--- config.mk ---
export PLATFORM = sky130hd
export DESIGN_NAME = multi_servo_ramp_and_pulse_schedule_top
export DESIGN_NICKNAME = d
export VERILOG_FILES = /design/src/hw/rtl/msps_pkg.sv /design/src/hw/rtl/multi_servo_ramp_and_pulse_schedule_top.sv
export SDC_FILE = /design/constraint.sdc
export NUM_CORES = 2
export LEC_CHECK = 0
export BUFFER_PORTS_ARGS = -buffer_cell sky130_fd_sc_hd__buf_2
export CAP_MARGIN = 5
export CELL_PAD_IN_SITES_DETAIL_PLACEMENT = 1
export CELL_PAD_IN_SITES_GLOBAL_PLACEMENT = 1
export CORE_UTILIZATION = 50
export CTS_CLUSTER_SIZE = 28
export DETAILED_ROUTE_END_ITERATION = 10
export GPL_ROUTABILITY_DRIVEN = 0
export HOLD_SLACK_MARGIN = 0.05
export PLACE_DENSITY_LB_ADDON = 0.2
export REMOVE_ABC_BUFFERS = 1
export SLEW_MARGIN = 20
export SYNTH_ARGS = -nofsm -noshare
export SYNTH_HDL_FRONTEND = slang
export SYNTH_SLANG_ARGS = --single-unit
export TNS_END_PERCENT = 30
--- constraint.sdc ---
create_clock -name clk -period 21.7 [get_ports clk]
set_clock_uncertainty 0.2 [all_clocks]
set_input_delay 1.085 -clock clk [delete_from_list [all_inputs] [get_ports clk]]
set_output_delay 1.085 -clock clk [all_outputs]
set_load 0.01 [all_outputs]
--- src/hw/rtl/msps_pkg.sv ---
`timescale 1ns / 1ps
`default_nettype none
package msps_pkg;

  // Field widths
  localparam int WIDTH_W = 15;
  localparam int STEP_W  = 20;
  localparam int TIME_W  = 16;
  localparam int CMP_W   = 16;
  localparam int MASK_W  = 32;
  localparam int GAP_W   = 8;
  localparam int CFG_IDX_W  = 2;
  localparam int CFG_DATA_W = 16;

  localparam logic [WIDTH_W-1:0] RESET_WIDTH = 15'd1472;
  localparam logic [4:0]         DIV_LAST    = 5'd19;

  // Register indexes
  localparam logic [CFG_IDX_W-1:0] REG_MERGE_GAP  = 2'd0;
  localparam logic [CFG_IDX_W-1:0] REG_END_MARKER = 2'd1;

  typedef enum logic [1:0] {
    CMD_SET     = 2'd0,
    CMD_TICK    = 2'd1,
    CMD_REBUILD = 2'd2
  } msps_cmd_t;

  typedef enum logic [3:0] {
    ST_IDLE,
    ST_SET_RD,
    ST_SET_CALC,
    ST_SET_DIV,
    ST_SET_WR,
    ST_TICK_RD,
    ST_TICK_WR,
    ST_SCAN,
    ST_EMIT,
    ST_TERM
  } msps_state_t;

  typedef struct packed {
    logic [1:0]         command;
    logic [7:0]         channel;
    logic [WIDTH_W-1:0] position;
    logic [TIME_W-1:0]  move_time;
  } msps_in_t;

  typedef struct packed {
    logic [CMP_W-1:0]  compare_value;
    logic [MASK_W-1:0] channel_mask;
    logic              last;
  } msps_out_t;

endpackage
`default_nettype wire

--- src/hw/rtl/multi_servo_ramp_and_pulse_schedule_top.sv ---
// Servo ramp and pulse schedule.
// Input channel (in_valid / in_stall / in_data) takes one command transaction:
//   set target, tick ramp, or rebuild schedule. Output channel (out_valid /
//   out_stall / out_data) returns schedule entries after a rebuild: one per
//   merged run of widths in ascending order, then a terminator with last = 1.
// Config channel (cfg_valid / cfg_ready / cfg_index / cfg_data) is always ready;
//   write only while the block is idle.
// Command steps, bounded by the single read port of each state memory:
//   set: read, setup, 20-step restoring divider, write; set with zero
//   move time: read, write; tick one channel: read, write; tick all: a
//   read and a write per channel; rebuild: a first pass for the minimum,
//   then a pass and an emit per run; each pass scans every channel once.
// A new command is taken once the previous one is finished; the terminator
//   sits in the output register while the next command is accepted.
// When out_stall is high the output register holds its entry and the rebuild
//   walk waits. Reset (synchronous, rst_n low) restores widths to 1472, steps
//   to zero and registers to their defaults through per-entry valid bits.
`timescale 1ns / 1ps
`default_nettype none
module multi_servo_ramp_and_pulse_schedule_top #(
  parameter int CHANNELS = 32
) (
  input  wire                          clk,
  input  wire                          rst_n,
  input  wire                          in_valid,
  output logic                         in_stall,
  input  wire msps_pkg::msps_in_t      in_data,
  output logic                         out_valid,
  input  wire                          out_stall,
  output msps_pkg::msps_out_t          out_data,
  input  wire                          cfg_valid,
  output logic                         cfg_ready,
  input  wire [msps_pkg::CFG_IDX_W-1:0]  cfg_index,
  input  wire [msps_pkg::CFG_DATA_W-1:0] cfg_data
);
  import msps_pkg::*;

  localparam int CW = (CHANNELS > 1) ? $clog2(CHANNELS) : 1;
  localparam logic [7:0]  CH_COUNT = 8'(CHANNELS);
  localparam logic [CW:0] CNT_END  = (CW+1)'(CHANNELS);
  localparam logic [CW:0] CNT_LAST = (CW+1)'(CHANNELS - 1);
  localparam logic [MASK_W-1:0] CH_MASK = MASK_W'((64'(1) << CHANNELS) - 64'(1));

  // State memories
  logic [WIDTH_W-1:0] cur_mem [CHANNELS];
  logic [WIDTH_W-1:0] tgt_mem [CHANNELS];
  logic [STEP_W-1:0]  stp_mem [CHANNELS];
  logic [CHANNELS-1:0] cur_vld_r, tgt_vld_r;

  logic [CW-1:0]      rd_addr, rd_addr_r;
  logic [WIDTH_W-1:0] rd_cur_r, rd_tgt_r;
  logic [STEP_W-1:0]  rd_stp_r;

  logic               cur_we, tgt_we;
  logic [CW-1:0]      wr_addr;
  logic [WIDTH_W-1:0] cur_wd, tgt_wd;
  logic [STEP_W-1:0]  stp_wd;

  // Control and datapath registers
  msps_state_t        state_r, state_nxt;
  logic [7:0]         ch_r, ch_nxt;
  logic [WIDTH_W-1:0] pos_r, pos_nxt;
  logic [TIME_W-1:0]  tm_r, tm_nxt;
  logic [CW:0]        cnt_r, cnt_nxt;
  logic               rvld_r, rvld_nxt;
  logic [WIDTH_W-1:0] first_r, first_nxt;
  logic               have_first_r, have_first_nxt;
  logic [WIDTH_W-1:0] min_r, min_nxt;
  logic               min_vld_r, min_vld_nxt;
  logic [MASK_W-1:0]  mask_r, mask_nxt;
  logic [MASK_W-1:0]  done_r, done_nxt;
  logic [15:0]        rem_r, rem_nxt;
  logic [STEP_W-1:0]  quo_r, quo_nxt;
  logic [4:0]         dcnt_r, dcnt_nxt;
  logic [GAP_W-1:0]   gap_r;
  logic [CMP_W-1:0]   endm_r;
  logic               out_valid_r, out_valid_nxt;
  msps_out_t          out_data_r, out_data_nxt;

  logic               out_free;
  logic               in_acc;
  logic [WIDTH_W-1:0] set_diff;
  logic [16:0]        div_t;
  logic [16:0]        div_d;
  logic [MASK_W-1:0]  bit_sel;
  logic [WIDTH_W:0]   sum_up;

  assign cfg_ready = 1'b1;
  assign in_stall  = (state_r != ST_IDLE);
  assign in_acc    = in_valid && !in_stall;
  assign out_valid = out_valid_r;
  assign out_data  = out_data_r;
  assign out_free  = !out_valid_r || !out_stall;

  // Configuration registers
  always_ff @(posedge clk) begin
    if (!rst_n) begin
      gap_r  <= GAP_W'(5);
      endm_r <= '1;
    end else if (cfg_valid && cfg_ready) begin
      if (cfg_index == REG_MERGE_GAP) begin
        gap_r <= cfg_data[GAP_W-1:0];
      end else if (cfg_index == REG_END_MARKER) begin
        endm_r <= cfg_data;
      end
    end
  end

  // Memory write ports
  always_ff @(posedge clk) begin
    if (cur_we) begin
      cur_mem[wr_addr] <= cur_wd;
    end
    if (tgt_we) begin
      tgt_mem[wr_addr] <= tgt_wd;
      stp_mem[wr_addr] <= stp_wd;
    end
  end

  // Entry valid bits; an unwritten entry reads as its reset value
  always_ff @(posedge clk) begin
    if (!rst_n) begin
      cur_vld_r <= '0;
      tgt_vld_r <= '0;
    end else begin
      if (cur_we) cur_vld_r[wr_addr] <= 1'b1;
      if (tgt_we) tgt_vld_r[wr_addr] <= 1'b1;
    end
  end

  // Registered read ports
  always_ff @(posedge clk) begin
    rd_addr_r <= rd_addr;
    rd_cur_r  <= cur_vld_r[rd_addr] ? cur_mem[rd_addr] : RESET_WIDTH;
    rd_tgt_r  <= tgt_vld_r[rd_addr] ? tgt_mem[rd_addr] : RESET_WIDTH;
    rd_stp_r  <= tgt_vld_r[rd_addr] ? stp_mem[rd_addr] : '0;
  end

  // Control state
  always_ff @(posedge clk) begin
    if (!rst_n) begin
      state_r     <= ST_IDLE;
      out_valid_r <= 1'b0;
      rvld_r      <= 1'b0;
    end else begin
      state_r     <= state_nxt;
      out_valid_r <= out_valid_nxt;
      rvld_r      <= rvld_nxt;
    end
  end

  // Datapath registers
  always_ff @(posedge clk) begin
    ch_r         <= ch_nxt;
    pos_r        <= pos_nxt;
    tm_r         <= tm_nxt;
    cnt_r        <= cnt_nxt;
    first_r      <= first_nxt;
    have_first_r <= have_first_nxt;
    min_r        <= min_nxt;
    min_vld_r    <= min_vld_nxt;
    mask_r       <= mask_nxt;
    done_r       <= done_nxt;
    rem_r        <= rem_nxt;
    quo_r        <= quo_nxt;
    dcnt_r       <= dcnt_nxt;
    out_data_r   <= out_data_nxt;
  end

  // Distance between target and current, restoring divider trial
  assign set_diff = (pos_r > rd_cur_r) ? (pos_r - rd_cur_r) : (rd_cur_r - pos_r);
  assign div_t    = {rem_r, quo_r[STEP_W-1]};
  assign div_d    = div_t - {1'b0, tm_r};
  assign bit_sel  = MASK_W'(1) << rd_addr_r;
  assign sum_up   = {1'b0, first_r} + (WIDTH_W+1)'(gap_r);

  // Next state and datapath
  always_comb begin
    logic [WIDTH_W-1:0] adv_dist;
    state_nxt      = state_r;
    ch_nxt         = ch_r;
    pos_nxt        = pos_r;
    tm_nxt         = tm_r;
    cnt_nxt        = cnt_r;
    rvld_nxt       = 1'b0;
    first_nxt      = first_r;
    have_first_nxt = have_first_r;
    min_nxt        = min_r;
    min_vld_nxt    = min_vld_r;
    mask_nxt       = mask_r;
    done_nxt       = done_r;
    rem_nxt        = rem_r;
    quo_nxt        = quo_r;
    dcnt_nxt       = dcnt_r;
    out_data_nxt   = out_data_r;
    out_valid_nxt  = out_valid_r && out_stall;
    rd_addr        = ch_r[CW-1:0];
    wr_addr        = rd_addr_r;
    cur_we         = 1'b0;
    tgt_we         = 1'b0;
    cur_wd         = pos_r;
    tgt_wd         = pos_r;
    stp_wd         = '0;
    adv_dist       = (rd_tgt_r > rd_cur_r) ? (rd_tgt_r - rd_cur_r) : (rd_cur_r - rd_tgt_r);

    unique case (state_r)
      ST_IDLE: begin
        if (in_acc) begin
          ch_nxt  = in_data.channel;
          pos_nxt = in_data.position;
          tm_nxt  = in_data.move_time;
          cnt_nxt = '0;
          priority case (in_data.command)
            CMD_SET: begin
              if (in_data.channel < CH_COUNT) state_nxt = ST_SET_RD;
            end
            CMD_TICK: state_nxt = ST_TICK_RD;
            CMD_REBUILD: begin
              have_first_nxt = 1'b0;
              min_vld_nxt    = 1'b0;
              mask_nxt       = '0;
              done_nxt       = '0;
              state_nxt      = ST_SCAN;
            end
            default: state_nxt = ST_IDLE;
          endcase
        end
      end

      ST_SET_RD: state_nxt = ST_SET_CALC;

      ST_SET_CALC: begin
        if (tm_r == '0) begin
          cur_we    = 1'b1;
          tgt_we    = 1'b1;
          state_nxt = ST_IDLE;
        end else begin
          quo_nxt   = (STEP_W'(set_diff) << 4) + (STEP_W'(set_diff) << 2);
          rem_nxt   = '0;
          dcnt_nxt  = '0;
          state_nxt = ST_SET_DIV;
        end
      end

      // One quotient bit a cycle
      ST_SET_DIV: begin
        if (div_t >= {1'b0, tm_r}) begin
          rem_nxt = div_d[15:0];
          quo_nxt = {quo_r[STEP_W-2:0], 1'b1};
        end else begin
          rem_nxt = div_t[15:0];
          quo_nxt = {quo_r[STEP_W-2:0], 1'b0};
        end
        dcnt_nxt = dcnt_r + 5'd1;
        if (dcnt_r == DIV_LAST) state_nxt = ST_SET_WR;
      end

      ST_SET_WR: begin
        tgt_we    = 1'b1;
        stp_wd    = quo_r + STEP_W'(1);
        state_nxt = ST_IDLE;
      end

      ST_TICK_RD: begin
        rd_addr   = (ch_r < CH_COUNT) ? ch_r[CW-1:0] : cnt_r[CW-1:0];
        state_nxt = ST_TICK_WR;
      end

      // Move one channel a step toward its target
      ST_TICK_WR: begin
        if (rd_cur_r != rd_tgt_r) begin
          cur_we = 1'b1;
          if (rd_stp_r == '0 || STEP_W'(adv_dist) < rd_stp_r) begin
            cur_wd = rd_tgt_r;
          end else if (rd_tgt_r > rd_cur_r) begin
            cur_wd = rd_cur_r + rd_stp_r[WIDTH_W-1:0];
          end else begin
            cur_wd = rd_cur_r - rd_stp_r[WIDTH_W-1:0];
          end
        end
        if (ch_r < CH_COUNT || cnt_r == CNT_LAST) begin
          state_nxt = ST_IDLE;
        end else begin
          cnt_nxt   = cnt_r + 1'b1;
          state_nxt = ST_TICK_RD;
        end
      end

      // One pass: collect the run of the current first width (once one is held), find next minimum
      ST_SCAN: begin
        rd_addr = cnt_r[CW-1:0];
        if (cnt_r < CNT_END) begin
          cnt_nxt  = cnt_r + 1'b1;
          rvld_nxt = 1'b1;
        end
        if (rvld_r && !done_r[rd_addr_r]) begin
          if (have_first_r && {1'b0, rd_cur_r} <= sum_up) begin
            mask_nxt = mask_r | bit_sel;
            done_nxt = done_r | bit_sel;
          end else if (!min_vld_r || rd_cur_r < min_r) begin
            min_nxt     = rd_cur_r;
            min_vld_nxt = 1'b1;
          end
        end
        if (cnt_r == CNT_END && !rvld_r) begin
          if (have_first_r) begin
            state_nxt = ST_EMIT;
          end else begin
            first_nxt      = min_r;
            have_first_nxt = 1'b1;
            min_vld_nxt    = 1'b0;
            mask_nxt       = '0;
            cnt_nxt        = '0;
          end
        end
      end

      ST_EMIT: begin
        if (out_free) begin
          out_valid_nxt              = 1'b1;
          out_data_nxt.compare_value = CMP_W'(first_r);
          out_data_nxt.channel_mask  = mask_r;
          out_data_nxt.last          = 1'b0;
          if (min_vld_r) begin
            first_nxt   = min_r;
            min_vld_nxt = 1'b0;
            mask_nxt    = '0;
            cnt_nxt     = '0;
            state_nxt   = ST_SCAN;
          end else begin
            state_nxt = ST_TERM;
          end
        end
      end

      ST_TERM: begin
        if (out_free) begin
          out_valid_nxt              = 1'b1;
          out_data_nxt.compare_value = endm_r;
          out_data_nxt.channel_mask  = '0;
          out_data_nxt.last          = 1'b1;
          state_nxt                  = ST_IDLE;
        end
      end

      default: state_nxt = ST_IDLE;
    endcase
  end

`ifndef SYNTH
  // A rebuild transaction always leaves the input side busy next cycle
  assert property (@(posedge clk) disable iff (!rst_n)
    (in_valid && !in_stall && in_data.command == CMD_REBUILD) |=> in_stall)
    else $error("rebuild did not hold off input");

  // Terminator carries an empty mask and the end marker
  assert property (@(posedge clk) disable iff (!rst_n)
    (out_valid && out_data.last) |-> (out_data.channel_mask == '0 &&
      out_data.compare_value == endm_r))
    else $error("bad terminator entry");

  // Only existing channels are ever marked as scheduled
  assert property (@(posedge clk) disable iff (!rst_n)
    (state_r == ST_SCAN) |-> ((done_r & ~CH_MASK) == '0))
    else $error("schedule marked a channel out of range");
`endif

endmodule
`default_nettype wire
* Word level (Yosys, flattened, before mapping)
Memory sizes are Yosys's and may differ from the RTL's. A register that Yosys moved wholly into a read port is not among the register bits. Index checks and enable logic that the tools add are counted.
Word-level totals: register bits 330, RAM bits 1600, input bits 64, output and inout bits 52, logic and storage cells 221, memories 3
Memories:
- stp_mem | words 32, bits a word 20, read ports 1, clocked after memory_dff 1, write ports 1, line multi_servo_ramp_and_pulse_schedule_top.sv:47 | logic [STEP_W-1:0] stp_mem [CHANNELS];
- cur_mem | words 32, bits a word 15, read ports 1, clocked after memory_dff 1, write ports 1, line multi_servo_ramp_and_pulse_schedule_top.sv:45 | logic [WIDTH_W-1:0] cur_mem [CHANNELS];
- tgt_mem | words 32, bits a word 15, read ports 1, clocked after memory_dff 1, write ports 1, line multi_servo_ramp_and_pulse_schedule_top.sv:46 | logic [WIDTH_W-1:0] tgt_mem [CHANNELS];
Operators by class: add/subtract/negate cells 12, magnitude comparators 12, equality and inequality tests 30, shifts and indexed selects 1, mux-type cells 87, bitwise logic cells 6, reductions and logical operators 46
Operators with widths (number):
- $mux W32 | 10
- $mux W15 | 10
- $or A32 B32 Y32 | 4
- $mux W49 | 2
- $pmux W49 S2 | 1
- $pmux W32 S3 | 1
- $sub A15 B15 Y15 | 5
- $pmux W32 S2 | 1
- $mux W6 | 7
- $mux W20 | 2
- $pmux W20 S2 | 1
- $pmux W4 S9 | 1
- $mux W16 | 2
- $mux W4 | 8
- $pmux W16 S2 | 1
- $shl A1 B5 Y32 const A | 1
- $gt A15 B15 Y1 | 2
- $pmux W15 S2 | 1
- $ne A2 B2 Y1 const B | 12
- $pmux W6 S4 | 1
- $mux W1 | 23
- $add A19 B17 Y20 | 1
- $add A20 B1 Y20 const B | 1
- $logic_not A20 Y1 | 1
- other kinds (50) | 95

* Longest topological paths before layout
depth in word-level cells 8, depth in mapped cells 26, gate-level depth less buffers 23

* Worst setup path before layout
Ideal clock, no wire load.
path type flip-flop to flip-flop, start reg rd_cur_r[1], read port of cur_mem, end mem cur_mem[0][3] (data pin), library setup time 0.454 ns, arrival time 6.137 ns, required time 21.046 ns, path slack 14.909 ns, cell stages (with the launch flop) 25, buffers on the path 3, clock period less this slack 6.791 ns, path through dfxtp_1 > inv_1 > ha_1 > nor2b_1 > o21ai_0 > a21boi_0 > o21a_1 > o21ai_1 > buf_4 > mux2i_1 > o22ai_1 > a41o_1 > nor4_1 > a211oi_1 > ha_1 > a21o_1 > a211oi_1 > nor2b_1 > nor4_1 > o21ai_0 > a31oi_1 > clkbuf_1 > clkbuf_1 > a21oi_1 > o21ai_0
On the way: cells in the longest elaborated chain, start to end 7, elaborated cells on any way between the ends 13, classes of those cells add/sub: 4; order compare: 2; eq/ne: 1; mux: 5; reduce/logical: 1
RTL lines:
- start: declaration | line multi_servo_ramp_and_pulse_schedule_top.sv:51 | logic [WIDTH_W-1:0] rd_cur_r, rd_tgt_r;
- $sub A15 B15 Y15 / $gt A15 B15 Y1 (equally long branches) | line multi_servo_ramp_and_pulse_schedule_top.sv:204, multi_servo_ramp_and_pulse_schedule_top.sv:275
- $mux W15 | line multi_servo_ramp_and_pulse_schedule_top.sv:204 | adv_dist = (rd_tgt_r > rd_cur_r) ? (rd_tgt_r - rd_cur_r) : (rd_cur_r - rd_tgt_r);
- $lt A15 B20 Y1 | line multi_servo_ramp_and_pulse_schedule_top.sv:273 | if (rd_stp_r == '0 || STEP_W'(adv_dist) < rd_stp_r) begin
- $logic_or A1 B1 Y1 | line multi_servo_ramp_and_pulse_schedule_top.sv:273
- $mux W15 | line multi_servo_ramp_and_pulse_schedule_top.sv:273
- $mux W15 * | line multi_servo_ramp_and_pulse_schedule_top.sv:271 | if (rd_cur_r != rd_tgt_r) begin
- $mux W15 * | line multi_servo_ramp_and_pulse_schedule_top.sv:206 | unique case (state_r)
- via cur_wd[3] | line multi_servo_ramp_and_pulse_schedule_top.sv:56 | logic [WIDTH_W-1:0] cur_wd, tgt_wd;
- end: declaration | line multi_servo_ramp_and_pulse_schedule_top.sv:45
Mark *: on every way through the listed nets, which the timed path passes. The rest lies on a longest branch.

* Final worst setup path
start reg rd_cur_r[8], read port of cur_mem, end mem cur_mem[23][3] (data pin)
Same word-level chain as after synthesis.

==> results.py <==
metrics = {
    "layout": {
        "drive_above_1_share": 0.107,
        "nNetsFinal": 6885,
        "instances_no_fill": 9022,
        "syn_to_final_growth_pct": 12.6,
    },
    "placement": {
        "portBuffers": 114,
        "dp_hpwl_mm": 151,
        "post-place-cells": 8634,
        "place_ws_ns": 13.99,
    },
    "clock_network": {
        "cts_max_path_buffers": 3,
        "clk_pin_slew_worst_paths_ns": 0.07,
        "worst_skew_pair.late_latency_ns": 0.88,
        "cts_setup_buffers": 0,
        "htreeDepth": 4,
        "ctsResizeCount": 0,
        "cts_hold_buf": 0,
        "clock_sinks": 1980,
        "cts_buffers": 203,
        "root_buffer": "clkbuf_16",
        "cts_tree": "built",
    },
    "global_routing": {
        "grt_pass1_wl_mm": 395,
        "gr-total-overflow": 0,
        "grt_start_max_net_pins": 185,
        "antenna_found_initial": 8,
        "grt_usage": 0.323,
        "grt_pass1_vias": 57700,
    },
    "setup_path": {
        "start_kind": "register",
        "cp_top_family": "compound AO/OA/AOI/OAI gates",
        "critPathBufInv": 3,
        "path_class": "register to register",
        "critical_path.most_common_cell": "nor4_1",
        "cp_data_arrival_time_ns": 7.86,
        "endpoint_kind": "register",
        "worst_path_max_delay_cell": "nor4_1",
        "cpPeakStageDelay_ns": 0.96,
        "crit_fanout": 32,
        "cp_cell_sequence": "inv_1, ha_1, and3_1, nand2b_1, nor4_1, a21oi_1, o21ai_2, buf_4, mux2i_1, nand4b_1, a41o_1, nor4_1, a211oi_1, ha_1, a21o_1, a211oi_1, nor2b_1, nor4_1, o21ai_0, a31oi_2, buf_4, nor2_1, a21oi_1, o21ai_4",
        "required_ns": 22.03,
    },
    "timing": {
        "timing.slew.headroom": 0.189,
        "setup_viol": 0,
        "hold_viol": 0,
        "drv_slew": 0,
        "fin_crit_sh": 0.347,
        "timing.fmax_ghz": 0.133,
        "worst_pin_slew_ns": 1.22,
        "setup-tns-final_ns": 0,
        "fin_crit_ns": 7.53,
        "worst_slack_ns": 14.17,
        "rsz0062_at_grt": "false",
        "holdWs_ns": 0.186,
    },
    "logic_synthesis": {
        "seq_area_frac_synth": 0.696,
        "ys_types": 75,
        "synth_area_um2": 83300,
        "synth_top_cell_area_share": 0.660,
        "yosys.area_share.adder": 0.0263,
        "synth_top_family_by_area": "simple AND/OR/NAND/NOR gates",
        "synthFlopType": "edfxtp_1",
        "synth-xor-area-share": 0.0110,
        "synth.avg_cell_area_um2": 12.7,
        "syn_inst": 6551,
        "async_reset_ff_frac": 0,
        "synthMuxAreaShare": 0.0280,
        "ys_top_cells_by_area": "edfxtp_1, nand2_1, dfxtp_1",
        "synth_compound_area_frac": 0.0659,
        "yosys.area_share.simple": 0.145,
        "synth_edf_count": 1831,
        "synth_area_leader_cell": "edfxtp_1",
        "ys_warn_count": 0,
        "synth-seq-cells": 1980,
    },
    "pwr": {
        "clockPowerShare": 0.284,
        "powerDensity_nw_per_um2": 137,
        "power_frac_comb": 0.345,
        "p_sw_mw": 4.68,
        "vdd.ir_drop.worst_v": 0.000148,
        "leakage_nw": 32.7,
        "fin_total_pwr_mw": 12.8,
        "p_int_mw": 8.12,
        "switching_share": 0.366,
        "pwr-share-seq": 0.372,
    },
    "route": {
        "dr.pass1.iters": 9,
        "viasPerCell": 6.30,
        "vias": 56800,
        "drt_iter0_drc": 6811,
        "post_drt_wl_per_cell_um": 30.5,
        "routed_wl_mm": 275,
        "ant_nets": 0,
        "drc": 40,
    },
    "run": {
        "drv_cap": 0,
    },
    "min_path": {
        "hold_class": "primary input to register",
    },
    "run_status": {
        "status": "finished with violations",
        "violations": "DRC",
    },
    "die": {
        "die_x_um": 410,
        "coreArea_um2": 165000,
        "die_h_um": 410,
        "io_pins": 116,
        "rows": 149,
        "die_area_um2": 168000,
        "initial_core_util": 0.504,
    },
}
path summary, 6_finish.rpt:
path	start	endpoint	slack [ns]	cells after the start
setup / recovery	rd_cur_r[8]	cur_mem[23][3]	14.17	24
hold / removal	in_data[24]	pos_r[8]	0.19	1
setup reg to reg	rd_cur_r[8]	cur_mem[23][3]	14.17	24
hold reg to reg	min_r[14]	first_r[14]	0.26	0
kinds of logic (layout without fill, tap and decap cells):
logic type               after synthesis  after routing
AND/OR/NAND/NOR                     2781           2781
flip-flops                          1980           1980
AO/OA/AOI/OAI                        778            778
buffers and inverters                522            802
multiplexers                         214            214
adder cells (fa/ha/maj)              170            170
XOR/XNOR                             105            105
other                                  1              3
metal layers:
| layer | global-route usage | routed length (µm) | share of wire |
|---|---|---|---|
| met5 | 0 | 26 | 0.000094 |
| met3 | 0.0633 | 24200 | 0.088 |
| met2 | 0.522 | 131000 | 0.48 |
| met4 | 0.132 | 11500 | 0.042 |
| met1 | 0.428 | 109000 | 0.39 |
layout make-up:
class                      count  area, µm²
antenna                        2       5.00
clock buffer                 259       5480
clock inverter               126       1450
fill                       16200      71400
inverter                     146        556
multi-input combinational   4049      23700
sequential                  1980      58000
tap                         2189       2740
timing repair buffer         271       1900
cells in the mapped netlist, drive strengths merged (80+ instances only):
cell type and instances:
buf 219, nand4 167, mux2i 177, a32oi 124, a21oi 120, ha 162
o21a 80, nor2 306, nand3 525, dfxtp 149, inv 144, nand2 1561
edfxtp 1831, clkbuf 157, a31oi 171
placed cells by master, fill, tap and decap left out, types with 17 or more instances in the layout:
| cell type | netlist | routed |
|---|---|---|
| a21oi_1 | 119 | 112 |
| mux2_2 | 27 | 27 |
| nor2_1 | 306 | 240 |
| xor2_1 | 44 | 44 |
| nor2_4 | 0 | 54 |
| o21ai_0 | 61 | 52 |
| buf_2 | 171 | 113 |
| edfxtp_1 | 1831 | 1831 |
| clkbuf_8 | 0 | 17 |
| dfxtp_1 | 149 | 149 |
| a22o_1 | 32 | 32 |
| and3_1 | 35 | 33 |
| bufinv_16 | 0 | 25 |
| nor3_1 | 29 | 26 |
| clkbuf_16 | 0 | 204 |
| buf_4 | 28 | 147 |
| nand4_1 | 167 | 167 |
| a31oi_1 | 170 | 169 |
| a41oi_1 | 32 | 32 |
| inv_1 | 143 | 143 |
| nand2b_1 | 19 | 19 |
| ha_1 | 162 | 162 |
| nor2b_1 | 61 | 60 |
| mux2i_1 | 174 | 174 |
| clkbuf_1 | 156 | 38 |
| a32oi_1 | 124 | 124 |
| clkinv_1 | 2 | 44 |
| nand2_1 | 1561 | 1557 |
| a21o_1 | 42 | 42 |
| clkinv_2 | 0 | 33 |
| and2_1 | 23 | 22 |
| nand3_1 | 525 | 524 |
| o21a_1 | 80 | 80 |
| xnor2_1 | 61 | 61 |
sequential cells by signal, summed over array words and instances (netlist names), 6 cells and up:
register	cells
quo_r	20
rem_r	16
cur_mem	480
tgt_vld_r	32
out_data	49
min_r	15
ch_r	8
endm_r	16
rd_stp_r	20
tgt_mem	480
stp_mem	640
pos_r	15
first_r	15
cur_vld_r	32
cnt_r	6
gap_r	8
rd_tgt_r	15
done_r	32
mask_r	32
tm_r	16
rd_cur_r	15
power groups by stage:
stage                     Sequential [mW]  Combinational [mW]  Clock [mW]
after global placement               4.82                4.17           0
after global routing                 4.76                4.76        3.79
after floorplan                      4.77                3.10           0
final                                4.76                4.41        3.63
after CTS                            4.75                4.32        3.66
after detailed placement             4.83                4.28           0
per-stage QoR:
step | area (µm²) | util
2_1_floorplan | 81500 | -
3_3_place_gp | 86700 | 0.525
3_5_place_dp | 86700 | 0.525
4_1_cts | 93600 | 0.567
5_1_grt | 93700 | 0.568
6_report | 93800 | 0.568
Note: power is estimated with default switching activity, not from simulation.
